## src/rtl/core/fcds_pkg.sv

```systemverilog
// shared types and codes for the fractional clock divider search
package fcds_pkg;

	localparam logic [1:0] ST_EXACT_INT  = 2'd0;
	localparam logic [1:0] ST_CARRIED    = 2'd1;
	localparam logic [1:0] ST_EXACT_FRAC = 2'd2;
	localparam logic [1:0] ST_BEST       = 2'd3;

	localparam int CNT_W = 5;
	localparam logic [CNT_W-1:0] DIV_LAST_STEP = CNT_W'(31);
	localparam logic [CNT_W-1:0] QUO_LAST_STEP = CNT_W'(7);

	typedef struct packed {
		logic [31:0] base_clock;
		logic [31:0] target_freq;
	} req_t;

	typedef struct packed {
		logic [31:0] integer_divider;
		logic [7:0]  frac_denominator;
		logic [7:0]  frac_numerator;
		logic [1:0]  status;
	} rsp_t;

	typedef enum logic [2:0] {
		SEL_SAT,
		SEL_EXACT_INT,
		SEL_CARRIED,
		SEL_EXACT_FRAC,
		SEL_BEST
	} res_sel_t;

	typedef struct packed {
		logic     load_req;
		logic     div_step;
		logic     srch_init;
		logic     quo_step;
		logic     eval;
		logic     next_den;
		logic     load_rsp;
		res_sel_t sel;
	} dp_cmd_t;

	typedef struct packed {
		logic tgt_zero;
		logic rem_zero;
		logic carry;
		logic exact;
		logic den_last;
	} dp_stat_t;

endpackage

```

## src/rtl/core/fcds_ctrl.sv

```systemverilog
// sequencer for the divider search: long division, checks, denominator loop
module fcds_ctrl (
	input  logic              clk,
	input  logic              arst_n,
	input  logic              req_valid,
	output logic              req_stall,
	output logic              rsp_valid,
	input  logic              rsp_stall,
	input  fcds_pkg::dp_stat_t stat,
	output fcds_pkg::dp_cmd_t  cmd
);
	import fcds_pkg::*;

	typedef enum logic [2:0] {
		S_IDLE,
		S_DIV,
		S_CHECK,
		S_QUO,
		S_EVAL,
		S_FINISH
	} state_t;

	state_t           state_q;
	logic [CNT_W-1:0] cnt_q;
	res_sel_t         sel_q;
	logic             rsp_valid_q;

	always_comb begin
		cmd           = '0;
		cmd.sel       = sel_q;
		cmd.load_req  = (state_q == S_IDLE) && req_valid;
		cmd.div_step  = (state_q == S_DIV);
		cmd.srch_init = (state_q == S_CHECK) && !stat.tgt_zero && !stat.rem_zero &&
			!stat.carry;
		cmd.quo_step  = (state_q == S_QUO);
		cmd.eval      = (state_q == S_EVAL);
		cmd.next_den  = (state_q == S_EVAL) && !stat.exact && !stat.den_last;
		cmd.load_rsp  = (state_q == S_FINISH) && (!rsp_valid_q || !rsp_stall);
	end

	assign req_stall = (state_q != S_IDLE);
	assign rsp_valid = rsp_valid_q;

	always_ff @(posedge clk or negedge arst_n) begin
		if (!arst_n) begin
			state_q     <= S_IDLE;
			cnt_q       <= '0;
			sel_q       <= SEL_SAT;
			rsp_valid_q <= 1'b0;
		end else begin
			if (cmd.load_rsp)
				rsp_valid_q <= 1'b1;
			else if (rsp_valid_q && !rsp_stall)
				rsp_valid_q <= 1'b0;

			case (state_q)
				S_IDLE: begin
					if (req_valid) begin
						cnt_q   <= DIV_LAST_STEP;
						state_q <= S_DIV;
					end
				end
				S_DIV: begin
					cnt_q <= cnt_q - CNT_W'(1);
					if (cnt_q == '0)
						state_q <= S_CHECK;
				end
				S_CHECK: begin
					if (stat.tgt_zero) begin
						sel_q   <= SEL_SAT;
						state_q <= S_FINISH;
					end else if (stat.rem_zero) begin
						sel_q   <= SEL_EXACT_INT;
						state_q <= S_FINISH;
					end else if (stat.carry) begin
						sel_q   <= SEL_CARRIED;
						state_q <= S_FINISH;
					end else begin
						cnt_q   <= QUO_LAST_STEP;
						state_q <= S_QUO;
					end
				end
				S_QUO: begin
					cnt_q <= cnt_q - CNT_W'(1);
					if (cnt_q == '0)
						state_q <= S_EVAL;
				end
				S_EVAL: begin
					if (stat.exact) begin
						sel_q   <= SEL_EXACT_FRAC;
						state_q <= S_FINISH;
					end else if (stat.den_last) begin
						sel_q   <= SEL_BEST;
						state_q <= S_FINISH;
					end else begin
						cnt_q   <= QUO_LAST_STEP;
						state_q <= S_QUO;
					end
				end
				S_FINISH: begin
					if (!rsp_valid_q || !rsp_stall)
						state_q <= S_IDLE;
				end
				default: begin
					state_q <= S_IDLE;
				end
			endcase
		end
	end

	a_rsp_from_finish: assert property (@(posedge clk) disable iff (!arst_n)
		$rose(rsp_valid_q) |-> $past(state_q) == S_FINISH)
		else $error("result beat raised outside finish");

	a_accept_starts_div: assert property (@(posedge clk) disable iff (!arst_n)
		(state_q == S_IDLE && req_valid) |=> (state_q == S_DIV && cnt_q == DIV_LAST_STEP))
		else $error("accepted beat did not start the division");

	a_eval_after_quo: assert property (@(posedge clk) disable iff (!arst_n)
		(state_q == S_EVAL) |-> ($past(state_q) == S_QUO && $past(cnt_q) == '0))
		else $error("candidate evaluated without a full quotient");

endmodule

```

## src/rtl/core/fcds_dp.sv

```systemverilog
// datapath: restoring divider, carry test, rounded quotient per denominator, best tracking
module fcds_dp #(
	parameter int MAX_DENOM = 63
) (
	input  logic               clk,
	input  logic               arst_n,
	input  fcds_pkg::req_t     req,
	input  fcds_pkg::dp_cmd_t  cmd,
	output fcds_pkg::dp_stat_t stat,
	output fcds_pkg::rsp_t     rsp
);
	import fcds_pkg::*;

	logic [31:0] tgt_q;
	logic [31:0] quo_q;
	logic [31:0] rem_q;
	logic [39:0] ma_q;
	logic [41:0] frem_q;
	logic [39:0] dv_q;
	logic [7:0]  a_q;
	logic [7:0]  b_q;
	logic [7:0]  best_a_q;
	logic [7:0]  best_b_q;
	logic [31:0] best_err_q;
	logic        have_q;
	rsp_t        rsp_q;

	logic [32:0] div_trial;
	logic        div_ge;
	logic [38:0] r126;
	logic [38:0] t125;
	logic        quo_ge;
	logic [32:0] diff;
	logic [32:0] diff_abs;
	logic [31:0] err;
	logic        exact;
	logic [39:0] ma_new;

	function automatic logic [38:0] r_ext7(input logic [31:0] v);
		r_ext7 = {v, 7'b0};
	endfunction

	// one bit of n = base / target per cycle
	assign div_trial = {rem_q, quo_q[31]};
	assign div_ge    = div_trial >= {1'b0, tgt_q};

	assign r126 = {r_ext7(rem_q)} - {6'b0, rem_q, 1'b0};
	assign t125 = {r_ext7(tgt_q)} - {5'b0, tgt_q, 2'b0} + {7'b0, tgt_q};

	assign quo_ge = frem_q >= {2'b0, dv_q};

	// frem = 2*ma + tgt - 2*tgt*b, so tgt*b - ma = (tgt - frem) / 2, always even
	assign diff     = {1'b0, tgt_q} - frem_q[32:0];
	assign diff_abs = diff[32] ? (33'd0 - diff) : diff;
	assign err      = diff_abs[32:1];
	assign exact    = (frem_q[32:0] == {1'b0, tgt_q});

	assign ma_new = cmd.srch_init ? {7'b0, rem_q, 1'b0} : (ma_q + {8'b0, rem_q});

	assign stat.tgt_zero = (tgt_q == '0);
	assign stat.rem_zero = (rem_q == '0);
	assign stat.carry    = r126 > t125;
	assign stat.exact    = exact;
	assign stat.den_last = (a_q == 8'(MAX_DENOM));

	always_ff @(posedge clk) begin
		if (cmd.load_req) begin
			tgt_q <= req.target_freq;
			quo_q <= req.base_clock;
			rem_q <= '0;
		end else if (cmd.div_step) begin
			quo_q <= {quo_q[30:0], div_ge};
			rem_q <= div_ge ? 32'(div_trial - {1'b0, tgt_q}) : div_trial[31:0];
		end

		if (cmd.srch_init || cmd.next_den) begin
			ma_q   <= ma_new;
			a_q    <= cmd.srch_init ? 8'd2 : a_q + 8'd1;
			frem_q <= {1'b0, ma_new, 1'b0} + {10'b0, tgt_q};
			dv_q   <= {tgt_q, 8'b0};
			b_q    <= '0;
		end else if (cmd.quo_step) begin
			if (quo_ge)
				frem_q <= frem_q - {2'b0, dv_q};
			b_q  <= {b_q[6:0], quo_ge};
			dv_q <= {1'b0, dv_q[39:1]};
		end

		if (cmd.eval && (!have_q || err < best_err_q)) begin
			best_err_q <= err;
			best_a_q   <= a_q;
			best_b_q   <= b_q;
		end

		if (cmd.load_rsp) begin
			case (cmd.sel)
				SEL_SAT:        rsp_q <= '{32'hFFFF_FFFF, 8'd1, 8'd0, ST_EXACT_INT};
				SEL_EXACT_INT:  rsp_q <= '{quo_q, 8'd1, 8'd0, ST_EXACT_INT};
				SEL_CARRIED:    rsp_q <= '{quo_q + 32'd1, 8'd1, 8'd0, ST_CARRIED};
				SEL_EXACT_FRAC: rsp_q <= '{quo_q, a_q, b_q, ST_EXACT_FRAC};
				SEL_BEST:       rsp_q <= '{quo_q, best_a_q, best_b_q, ST_BEST};
				default:        rsp_q <= '{quo_q, best_a_q, best_b_q, ST_BEST};
			endcase
		end
	end

	always_ff @(posedge clk or negedge arst_n) begin
		if (!arst_n)
			have_q <= 1'b0;
		else if (cmd.srch_init)
			have_q <= 1'b0;
		else if (cmd.eval)
			have_q <= 1'b1;
	end

	assign rsp = rsp_q;

	a_num_le_den: assert property (@(posedge clk) disable iff (!arst_n)
		cmd.eval |-> (b_q <= a_q))
		else $error("fraction numerator above denominator");

	a_rem_bounded: assert property (@(posedge clk) disable iff (!arst_n)
		cmd.eval |-> (frem_q < {9'b0, tgt_q, 1'b0}))
		else $error("rounded quotient remainder out of range");

endmodule

```

## src/rtl/core/fractional_clock_divider_search.sv

```systemverilog
// top level of the fractional clock divider search
//
// req channel: one beat carries base_clock and target_freq. The block answers
// each beat with exactly one beat on the rsp channel: integer divider N, the
// fraction b/a (1 and 0 when unused) and a two-bit status (exact integer,
// carried up, exact fraction, best approximation).
// An item passes through the restoring divider for N and the remainder, then
// the zero and carry tests, then, for each denominator tried from 2 up to
// MAX_DENOM, the 8 quotient bits of the rounded division and one compare,
// and last the load of the result register. A new request is taken once
// the previous one has left the search, one item at a time.
// The result register sits between the search and the rsp port, so a new
// request is accepted while a result still waits; a stalled rsp beat holds,
// and a finished search then waits in its last state until the register frees.
// Reset empties the block: no result pending, ready for a request. No
// clearing pass is needed.
module fractional_clock_divider_search #(
	parameter int MAX_DENOM = 63
) (
	input  logic           clk,
	input  logic           arst_n,
	input  logic           req_valid,
	output logic           req_stall,
	input  fcds_pkg::req_t req,
	output logic           rsp_valid,
	input  logic           rsp_stall,
	output fcds_pkg::rsp_t rsp
);
	import fcds_pkg::*;

	dp_cmd_t  cmd;
	dp_stat_t stat;

	fcds_ctrl u_ctrl (
		.clk       (clk),
		.arst_n    (arst_n),
		.req_valid (req_valid),
		.req_stall (req_stall),
		.rsp_valid (rsp_valid),
		.rsp_stall (rsp_stall),
		.stat      (stat),
		.cmd       (cmd)
	);

	fcds_dp #(
		.MAX_DENOM (MAX_DENOM)
	) u_dp (
		.clk    (clk),
		.arst_n (arst_n),
		.req    (req),
		.cmd    (cmd),
		.stat   (stat),
		.rsp    (rsp)
	);

endmodule
```

## config.mk

```make
export PLATFORM = sky130hd
export DESIGN_NAME = fractional_clock_divider_search
export DESIGN_NICKNAME = d
export VERILOG_FILES = /design/src/rtl/core/fcds_pkg.sv /design/src/rtl/core/fcds_ctrl.sv /design/src/rtl/core/fcds_dp.sv /design/src/rtl/core/fractional_clock_divider_search.sv
export SDC_FILE = /design/constraint.sdc
export NUM_CORES = 1
export LEC_CHECK = 0
export BUFFER_PORTS_ARGS = -buffer_cell sky130_fd_sc_hd__buf_4
export CORE_ASPECT_RATIO = 0.5
export CORE_MARGIN = 2
export CORE_UTILIZATION = 45
export DETAILED_ROUTE_END_ITERATION = 16
export MAX_ROUTING_LAYER = met4
export PLACE_DENSITY = 0.65
export SKIP_LAST_GASP = 1
export SYNTH_ARGS = -nofsm -noshare
export SYNTH_HDL_FRONTEND = slang
export SYNTH_HIERARCHICAL = 1
export SYNTH_SLANG_ARGS = --single-unit
```

## constraint.sdc

```tcl
create_clock -name clk -period 21.8 [get_ports clk]
set_clock_uncertainty 0.1 [all_clocks]
set_input_delay 1.09 -clock clk [delete_from_list [all_inputs] [get_ports clk]]
set_output_delay 1.09 -clock clk [all_outputs]
set_load 0.03 [all_outputs]
```

Yosys cells after proc, flatten, opt, wreduce, memory -nomap -nowiden

Index checks and enable logic that the tools add are counted.

Bits in registers: 345
Output and inout bits: 52
Word-level logic and storage cells: 134

Add/subtract/negate cells: 12
$lt $le $gt $ge: 4
Equality and inequality tests: 21
Multiplexer cells: 38
Reductions and logical operators: 38

Operators with widths:

| cell                                                                 | count |
|---|---|
| 50-bit case mux with 4 select lines                                  | 1 |
| 42-bit 2-to-1 mux                                                    | 3 |
| 40-bit 2-to-1 mux                                                    | 3 |
| 32-bit 2-to-1 mux                                                    | 3 |
| 32-bit logical NOT                                                   | 2 |
| 41-bit by 32-bit adder with 42-bit output                            | 1 |
| 42-bit by 40-bit greater-or-equal comparator with 1-bit output       | 1 |
| 3-bit 2-to-1 mux                                                     | 14 |
| 42-bit by 40-bit subtractor with 42-bit output                       | 1 |
| 40-bit by 32-bit adder with 40-bit output                            | 1 |
| 39-bit by 32-bit adder with 39-bit output                            | 1 |
| 39-bit greater-than comparator                                       | 1 |
| 39-bit by 33-bit subtractor with 39-bit output                       | 1 |
| 39-bit by 34-bit subtractor with 39-bit output                       | 1 |
| 33-bit by 32-bit equality test with 1-bit output                     | 1 |
| 33-bit by 32-bit greater-or-equal comparator with 1-bit output       | 1 |
| 33-bit 2-to-1 mux                                                    | 1 |
| 1-bit by 33-bit subtractor with 33-bit output (first input constant) | 1 |
| 32-bit by 33-bit subtractor with 33-bit output                       | 1 |
| 32-bit by 1-bit adder with 32-bit output (second input constant)     | 1 |
| 32-bit < comparator                                                  | 1 |
| 32-bit subtractor                                                    | 1 |
| 5-bit 2-to-1 mux                                                     | 6 |
| 5-bit case mux with 4 select lines                                   | 1 |
| other kinds (26)                                                     | 64 |

Depth between registers and ports, before layout

Depth in word-level cells: 8
Mapped depth: 47

Hierarchy

The synthesis kept the hierarchy.

Modules (own cells, without submodules):

| module    | instances | cells an instance | area an instance (um^2) |
|---|---|---|---|
| fcds_dp   | 1         | 3199              | 28692.5 |
| fcds_ctrl | 1         | 80                | 716.9 |

Least setup slack after synthesis

OpenSTA, ideal clock, no wires.

Kind: reg-to-reg
Start point: reg u_dp.tgt_q[6]
End point: reg u_dp.frem_q[39], data pin
Setup time: 0.267 ns
Data arrival time: 9.563 ns
Required time: 21.433 ns
Path slack: 11.870 ns
Stages on the path, launching flop included: 44
Clock period less this slack: 9.930 ns
Cells stage by stage: edfxtp_1 -> inv_1 -> fa_1 -> inv_1 -> ha_1 -> and2_1 -> nand2_1 -> o41a_1 -> o2111ai_1 -> nand2_1 -> o31ai_1 -> a21boi_0 -> mux2i_1 -> a2111oi_0 -> ha_1 -> a21oi_1 -> nor2b_1 -> o21ai_0 -> [8 not listed] -> or3_1 -> nor3_1 -> clkbuf_1 -> clkbuf_1 -> clkbuf_1 -> mux2_2 -> fa_1 -> a211oi_1 -> nor2_1 -> o31a_1 -> o21ba_2 -> o21ai_0 -> o31a_1 -> nor3_1 -> or4_1 -> nand4_1 -> xor2_1 -> o21ai_0

RTL lines:

| what                   | RTL line      | source |
|---|---|---|
| start, declared        | fcds_dp.sv:14 | `logic [31:0] tgt_q;` |
| start signal, assigned | fcds_dp.sv:68 | `tgt_q <= req.target_freq;` |
| end signal, assigned   | fcds_dp.sv:79 | `frem_q <= {1'b0, ma_new, 1'b0} + {10'b0, tgt_q};` |
| end signal, assigned   | fcds_dp.sv:84 | `frem_q <= frem_q - {2'b0, dv_q};` |
| end, declared          | fcds_dp.sv:18 | `logic [41:0] frem_q;` |

==> flow_metrics.env <==
export IMPL_remaining_number_of_nets_flagged_by_the_antenna_check_after_routing=0
export IMPL_vias_in_the_first_global_route=24000
export IMPL_ys_seq_elements=345
export IMPL_cts_repair_timing_setup_buffer_count=0
export IMPL_track_usage=0.285
export IMPL_drc_errors=0
export IMPL_critical_path_slowest_cell="sky130_fd_sc_hd__nor3_2"
export IMPL_post_synth_instance_area_sq_um=29400
export IMPL_post_cts_resized=0
export IMPL_cp_buffers_inverters=4
export IMPL_grt_start_max_net_pins=75
export IMPL_report_final_hold_viol_count=0
export IMPL_num_io_pins=120
export IMPL_gp_routability_congestion=0.953
export IMPL_grt_first_pass_wirelength_microns=143000
export IMPL_clkSlewWorstSetupHoldPaths_ns=0.07
export IMPL_synth_top_cell_area_share=0.290
export IMPL_clk_insertion_delay_late_ns=0.59
export IMPL_worstSetupStartpoint="u_dp/tgt_q[1]"
export IMPL_status="complete, no violations"
export IMPL_synthesis_nets=3689
export IMPL_critPathMaxFanout=74
export IMPL_synth_flop_cell="sky130_fd_sc_hd__edfxtp_1"
export IMPL_synth_seq_area_share=0.334
export IMPL_relSlewSlack=0.208
export IMPL_worst_ep_arrival_time_ns=12.13
export IMPL_fraction_of_layout_instances_using_a_drive_strength_above_1=0.0854
export IMPL_slew_violations=0
export IMPL_clk_root_buffer_cell="sky130_fd_sc_hd__clkbuf_16"
export IMPL_period_share=0.548
export IMPL_std_cell_rows=66
export IMPL_r2r_start="u_dp/tgt_q[1]"
export IMPL_worst_slew_pin_transition_ns=1.18
export IMPL_worstRegToRegCells=42
export IMPL_synth_async_sr_flop_share=0.0377
export IMPL_post_cts_hold_buffer_count=0
export IMPL_rsz_0062_raised_after_global_routing="no"
export IMPL_slowest_delay_ns=0.91
export IMPL_yosys_warnings=6
export IMPL_maxCapViolCount=0
export IMPL_synth_area_leaders="sky130_fd_sc_hd__edfxtp_1 (29%), sky130_fd_sc_hd__ha_1 (13%), sky130_fd_sc_hd__a21oi_1 (4.7%)"
export IMPL_syn_instance_count=3279
export IMPL_period_needed_ns=11.95
export IMPL_core_area_sq_um=64800
export IMPL_fill_cells=6100
export IMPL_detail_route_wl_per_cell_microns=22.0
export IMPL_cts_tree="yes"
export IMPL_synth_largest_area_cell="sky130_fd_sc_hd__edfxtp_1"
export IMPL_final_setup_violation_count=0
export IMPL_cts_htree_levels=2
export IMPL_portBuffers=119
export IMPL_cp_num_cells=42
export IMPL_start_util=0.454
export IMPL_critical_path_required_ns=21.98
export IMPL_setup_tns_final_ns=0
export IMPL_syn_mean_instance_area_sq_um=8.97
export IMPL_fmax_mhz=83.7
export IMPL_number_of_antenna_violations_at_the_first_check_in_global_routing=1
export IMPL_die_w_microns=366
export IMPL_grt_overflow_total=0
export IMPL_worstHoldPathType="input port to asynchronous set/reset pin"
export IMPL_wl_microns=94500
export IMPL_timing_critical_path_max_delay_family="compound AO/OA/AOI/OAI gates"
export IMPL_timing_critical_path_from_type="flop"
export IMPL_drt_pass1_iterations=6
export IMPL_die_height_microns=185
export IMPL_dp_hpwl_microns=74200
export IMPL_critPathMostFrequentCell="sky130_fd_sc_hd__o21ai_0"
export IMPL_layout_overhead_on_the_synthesized_area_pct=11.3
export IMPL_clockBufferDepth=3
export IMPL_critical_path_class="flop to flop"
export IMPL_detail_route_vias_per_cell=6.00
export IMPL_via_count=25700
export IMPL_synth_distinct_cells=94
export IMPL_synth_edf_count=284
export IMPL_cp_end_kind="flop"
export IMPL_dieArea_sq_um=67500
export IMPL_num_antenna_cells=0
export IMPL_drt_first_iter_violations=2972
export IMPL_tritoncts_num_buffers=38
export IMPL_clock_sinks=345
export IMPL_nets=3789
==> kinds of logic (layout without fill, tap and decap cells) <==
| kind of cell | count (synthesis) | in the layout | share of synthesized area |
|---|---|---|---|
| buffers and inverters | 369 | 499 | 0.0477 |
| muxes | 55 | 55 | 0.0200 |
| and+or+nand+nor | 909 | 909 | 0.151 |
| AOI/OAI and AO/OA | 998 | 998 | 0.217 |
| adders and majority gates | 342 | 342 | 0.153 |
| DFF | 345 | 345 | 0.334 |
| xor gates and xnor gates | 261 | 261 | 0.0777 |
==> final timing paths <==
check | slack (ns) | to
max in group asynchronous | 21.17 | u_ctrl/cnt_q[2]
setup / recovery | 9.85 | u_dp/frem_q[35]
hold reg to reg | 0.37 | u_dp/best_b_q[7]
setup reg to reg | 9.85 | u_dp/frem_q[35]
min in group clk | 0.37 | u_dp/best_b_q[7]
hold / removal | 0.25 | u_ctrl/state_q[0]
==> layout make-up <==
class                           instances  area (sq um)  area share
Multi-Input combinational cell       2565         18200       0.558
Sequential cell                       345          9810       0.300
Tap cell                              884          1110      0.0338
Inverter                              287          1080      0.0330
Timing Repair Buffer                  142          1070      0.0326
Clock buffer                           46          1030      0.0315
Clock inverter                         24           378      0.0115
==> registers in the layout, summed over array words and instances (netlist names) <==
| name | flops |
|---|---|
| u_ctrl/cnt_q | 5 |
| u_ctrl/rsp_valid | 1 |
| u_ctrl/sel_q | 3 |
| u_ctrl/state_q | 3 |
| u_dp/a_q | 8 |
| u_dp/b_q | 8 |
| u_dp/best_a_q | 8 |
| u_dp/best_b_q | 8 |
| u_dp/best_err_q | 32 |
| u_dp/dv_q | 40 |
| u_dp/frem_q | 42 |
| u_dp/have_q | 1 |
| u_dp/ma_q | 40 |
| u_dp/quo_q | 32 |
| u_dp/rem_q | 32 |
| u_dp/rsp | 50 |
| u_dp/tgt_q | 32 |
==> cells in the final DEF (no fill, tap or decap), drive strengths merged, types with 23 or more instances in the layout <==
master / instances
ha: 312
inv: 290
edfxtp: 284
a21oi: 281
o21ai: 246
nor2: 229
nand2: 221
xnor2: 155
buf: 142
a21o: 130
xor2: 106
nand3: 104
nor3: 67
nand4: 58
a211oi: 52
dfxtp: 48
clkbuf: 46
and3: 43
nand2b: 40
o21bai: 39
a31oi: 38
nor2b: 37
o21a: 35
mux2: 31
fa: 30
o31ai: 25
nor4: 25
mux2i: 24
or3: 23
==> metrics by stage <==
step | utilization | setup WS, ns | std cells | cell area, sq um | hold slack [ns]
finish | 0.505 | 9.85 | 4293 | 32700 | 0.252
global route | 0.505 | 9.06 | 4293 | 32700 | 0.241
CTS | 0.505 | 10.10 | 4293 | 32700 | 0.231
detailed placement | 0.483 | 10.21 | 4223 | 31300 | 0.353
global placement | 0.483 | 10.40 | 4223 | 31300 | 0.347
floorplan | - | 11.87 | 3279 | 29400 | 0.330
==> layer usage <==
layer	share of wire	global-route usage	wire length, microns
met4	0.022	0.0593	2040
met1	0.48	0.420	45000
met3	0.10	0.0598	9780
met5	0	-	0
met2	0.40	0.396	37600
==> cell usage after synthesis, drive strengths merged (39+ instances only) <==
cell,n
a21oi,281
nand2b,40
a211oi,52
and3,43
nand2,221
nand3,104
xor2,106
inv,286
edfxtp,284
o21bai,39
nand4,58
a21o,130
ha,312
dfxtp,48
nor3,67
nor2,229
o21ai,246
xnor2,155
clkbuf,73
==> worst reg2reg max path, delay by kind of cell (launching register included) <==
kind | cells | cell delay [ns]
AO/OA/AOI/OAI | 21 | 4.94
XOR/XNOR | 1 | 0.18
AND/OR/NAND/NOR | 11 | 2.89
multiplexers | 1 | 0.16
adder cells (fa/ha/maj) | 4 | 1.61
buffers and inverters | 4 | 1.17
flip-flops | 1 | 0.60
Power is not shown: default switching activity piles up to over one toggle a cycle in this logic, so the estimate is an artifact.
